--- config.mk ---
export PLATFORM = sky130hd
export DESIGN_NAME = ncc_div
export DESIGN_NICKNAME = d
export VERILOG_FILES = /design/src/rtl/ncc_div.sv
export SDC_FILE = /design/constraint.sdc
export NUM_CORES = 2
export LEC_CHECK = 0
export BUFFER_PORTS_ARGS = -buffer_cell sky130_fd_sc_hd__clkbuf_2
export CAP_MARGIN = 20
export CORE_MARGIN = 2
export CORE_UTILIZATION = 45
export DETAILED_ROUTE_END_ITERATION = 8
export PLACE_DENSITY = 0.59
export SETUP_SLACK_MARGIN = 0.15
export SYNTH_ARGS = -nofsm -noshare
export SYNTH_HDL_FRONTEND = slang
export SYNTH_SLANG_ARGS = --single-unit
--- constraint.sdc ---
create_clock -name clock -period 6 [get_ports clock]
set_input_delay 1.2 -clock clock [delete_from_list [all_inputs] [get_ports clock]]
set_output_delay 1.2 -clock clock [all_outputs]
set_load 0.05 [all_outputs]
--- src/rtl/ncc_div.sv ---
// One lane of the pipelined restoring divider: floor(num * 2^SHIFT / den),
// saturated to all ones, zero for a zero divisor. Uses nothing else.
`timescale 1ns / 1ps
module ncc_div #(
   parameter int FREQ_BITS    = 17,
   parameter int FEATURE_BITS = 16,
   parameter int SHIFT        = 16
) (
   input  logic                    clock,
   input  logic                    adv,
   input  logic [FREQ_BITS-1:0]    num,
   input  logic [FREQ_BITS+1:0]    den,
   output logic [FEATURE_BITS-1:0] quot
);
   localparam int W  = FREQ_BITS + 2 + FEATURE_BITS;
   localparam int F  = FEATURE_BITS;

   logic [W-1:0] rem_ff [0:F];
   logic [W-1:0] den_ff [0:F];
   logic [F-1:0] q_ff   [0:F];
   logic         sat_ff [0:F];
   logic         zero_ff[0:F];

   logic [W-1:0] num_w;
   logic [W-1:0] den_w;

   assign num_w = {{(W-FREQ_BITS){1'b0}}, num} << SHIFT;
   assign den_w = {{(W-FREQ_BITS-2){1'b0}}, den};

   // entry: saturation and zero-divisor tests
   always_ff @(posedge clock) begin
      if (adv) begin
         rem_ff[0]  <= num_w;
         den_ff[0]  <= den_w;
         q_ff[0]    <= '0;
         sat_ff[0]  <= num_w >= (den_w << F);
         zero_ff[0] <= den == '0;
      end
   end

   // one quotient bit per stage, most significant first
   for (genvar k = 1; k <= F; k++) begin : g_stage
      localparam int I = F - k;
      logic [W-1:0] trial;
      logic         hit;
      assign trial = den_ff[k-1] << I;
      assign hit   = rem_ff[k-1] >= trial;
      always_ff @(posedge clock) begin
         if (adv) begin
            rem_ff[k]  <= hit ? rem_ff[k-1] - trial : rem_ff[k-1];
            den_ff[k]  <= den_ff[k-1];
            q_ff[k]    <= q_ff[k-1] | ({{(F-1){1'b0}}, hit} << I);
            sat_ff[k]  <= sat_ff[k-1];
            zero_ff[k] <= zero_ff[k-1];
         end
      end
   end

   assign quot = zero_ff[F] ? '0 : (sat_ff[F] ? '1 : q_ff[F]);

endmodule

==> qor.csv <==
metric,value,unit
Worst path slowest cell,nor4_1,
Max Clk Rate,257,MHz
adder-cell area share of the yosys netlist,9.02,%
post-synthesis xor/xnor area fraction,5.98,%
status,"complete, no violations",
Worst EP arrival,4300,ps
IO Pins,54,
Synth Register Bits,896,
"Cell Area, Synth",0.0476,sq mm
routed length per instance,16.9,um
crit path launch type,register,
gr ovfl total,0,
die area,0.108,sq mm
IO Port Bufs,53,
hold_buf cts,0,
vias,30400,
violation count after the first detailed-routing iteration,1845,
Hold Path Stages,0,
Root Buffer,clkbuf_16,
Worst-path clk slew,60,ps
largest net degree at the start of global routing,137,
die width,329,um
Worst EP required,6400,ps
CP max stage delay,740,ps
Compound-Gate Fraction of Synth Area,12.3,%
Initial Utilization,45.2,%
Slew Limit Fails,0,
total CTS buffers,95,
Routed Antenna Nets,0,
placed cell area,0.0496,sq mm
RSZ-0062 raised after global routing,false,
multi-input logic area,0.0188,sq mm
post-synth cell types,79,
clk_skew,47.4,ps
Die Y,329,um
Most used DFF post-synth,edfxtp_1,
min-delay worst type,register to register,
fillers,9378,
router iterations before antenna repair,5,
vias in the first global route,29800,
"top cells by area, synth","edfxtp_1, ha_1, inv_1, xor2_1, o21ai_0",
Worst Setup End Kind,register,
register area share after synthesis,56.6,%
"Async S/R FF share, synth",0,%
critical path depth,9,
Yosys top cell area share,56.6,%
Post CTS Setup Buffer Count,0,
CTS tree,done,
clk buf depth,3,
final setup fails,0,
setup TNS,0,ps
share of cells above drive strength 1,6.88,%
crit path max fanout,5,
DRC,0,
CP Cell Sequence,"ha_1, a21o_1, a2111oi_0, a21boi_0, nor3b_1, o311a_1, nor4_1, nand2_1, xnor2_1",
mux share of post-synthesis cell area,1.15,%
P&R area growth vs syn,10.9,%
max_slew headroom,32.0,%
peak supply drop,0.284,mV
PwrDens,436,mW/mm^2
final hold viol count,0,
CTS sink cnt,896,
GP Congestion,0.926,
fin crit period,3900,ps
core area,0.105,sq mm
layout net count,4615,
max_cap viols,0,
drt total wl,96.4,mm
# H-tree levels,3,
type of the worst setup path,register to register,
Worst-Skew Late Latency,680,ps
fin crit share,64.9,%
simple-gate portion of the synthesized area,11.1,%
Post-Syn Nets,4511,
Mapped Cells,4139,
Seq. cell area,0.0269,sq mm
Worst R2R Path Depth,9,
largest family of logic cells by synthesized area,compound AO/OA/AOI/OAI gates,
worst slew pin tran,995,ps
vias per cell,5.32,
global-route wire length before repair,155,mm
CTS resizes,0,
initial antenna violation count,1,
WP buf/inv,0,
# rows,119,
Crit path max-delay family,compound AO/OA/AOI/OAI gates,
global-route usage over all layers,17.9,%
Post-DP HPWL,71.5,mm
Leak,20.5,nW
post-route design area,0.0528,sq mm
number of synthesized flops with an enable pin,896,
syn avg cell area,11.5,sq um
Ys Warns,0,
Synth area leader,edfxtp_1,
state kept, by name, indices dropped and copies added (netlist names):
signal / flops
rem_ff: 422
sat_ff: 17
den_ff: 304
q_ff: 136
zero_ff: 17
layout by cell type (no fill, tap or decap), drive strengths merged, types with 10 or more instances in the layout:
cell     count
nand2      346
xnor2      154
a2111oi     13
clkinv      37
fa          15
and2        15
a211o       10
nor3        74
buf         31
and3        17
edfxtp     896
o21bai      30
o21ai      296
nor2b       44
o21a        44
ha         319
or2         15
o211ai      16
mux2        47
xor2       171
nand2b      65
inv        414
nor4        52
a21oi      273
or3         44
a31oi       31
a211oi      36
nand3       58
a21o        85
nand4       33
or4         17
o31a        14
bufinv      12
nor2       276
clkbuf     169
o31ai       36
worst register-to-register path, cell delays in order (launching register included):
cell and delay [ps]:
edfxtp_1 390, ha_1 370, a21o_1 210, a2111oi_0 510
a21boi_0 490, nor3b_1 190, o311a_1 410, nor4_1 740
nand2_1 150, xnor2_1 160
synthesized netlist by cell type, types with 31 or more instances:
cell        n
edfxtp_1  896
inv_1     412
nand2_1   346
ha_1      319
o21ai_0   294
nor2_1    275
a21oi_1   273
xor2_1    171
xnor2_1   154
a21o_1     85
nor3_1     74
nand2b_1   65
clkbuf_1   63
nand3_1    58
nor4_1     52
nor2b_1    44
o21a_1     44
mux2_2     43
or3_1      43
a211oi_1   36
o31ai_1    36
nand4_1    33
a31oi_1    31
routing by layer:
metal,GRT usage [%],share of wire (%),vias up
met5,0,0,-
met2,32.7,51,482
met4,7.31,4.0,0
li1,-,-,15300
met3,2.43,3.2,208
met1,21.1,42,14400
final timing paths:
path                            startpoint                       end  slack [ps]
setup / recovery  rem_ff[0][432]$_DFFE_PP_  rem_ff[0][486]$_DFFE_PP_        2100
hold / removal       q_ff[8][13]$_DFFE_PP_     q_ff[9][13]$_DFFE_PP_         410
setup reg to reg  rem_ff[0][432]$_DFFE_PP_  rem_ff[0][486]$_DFFE_PP_        2100
hold reg to reg      q_ff[8][13]$_DFFE_PP_     q_ff[9][13]$_DFFE_PP_         410
metrics by stage:
stage / instances / worst slack [ps] / hold slack, ps / utilization [%] / total power (W)
final: 5712 / 2100 / 414 / 50.2 / 0.0230
after global routing: 5711 / 1780 / 417 / 50.2 / 0.0245
after CTS: 5709 / 1890 / 412 / 50.2 / 0.0232
after detailed placement: 5535 / 1920 / 405 / 47.2 / 0.0172
after global placement: 5535 / 2030 / 400 / 47.2 / 0.0171
after floorplan: 4139 / 2770 / 400 / - / 0.0152
power breakdown:
group / internal [W] / total [W] / switching [W] / leakage [nW]
Clock: 0.00348 / 0.00590 / 0.00242 / 1.51
Sequential: 0.00871 / 0.00956 / 0.000849 / 8.63
Combinational: 0.00326 / 0.00755 / 0.00429 / 10.4
Total: 0.0155 / 0.0230 / 0.00755 / 20.5
cell type report:
cell class	count	area share, %
Inverter	412	2.93
Sequential cell	896	51.0
Clock buffer	117	4.74
Tap cell	1391	3.30
Antenna cell	1	0.00474
Timing Repair Buffer	83	1.14
Clock inverter	57	1.21
Multi-Input combinational cell	2755	35.7
kinds of logic (layout without fill, tap and decap cells):
logic type	Yosys count	after routing
mux	49	49
simple gates	1096	1096
flops	896	896
buf+inv	488	669
other cells	0	1
compound gates	951	951
xor+xnor	325	325
fa+ha+maj	334	334
(Power assumes the default switching activity.)
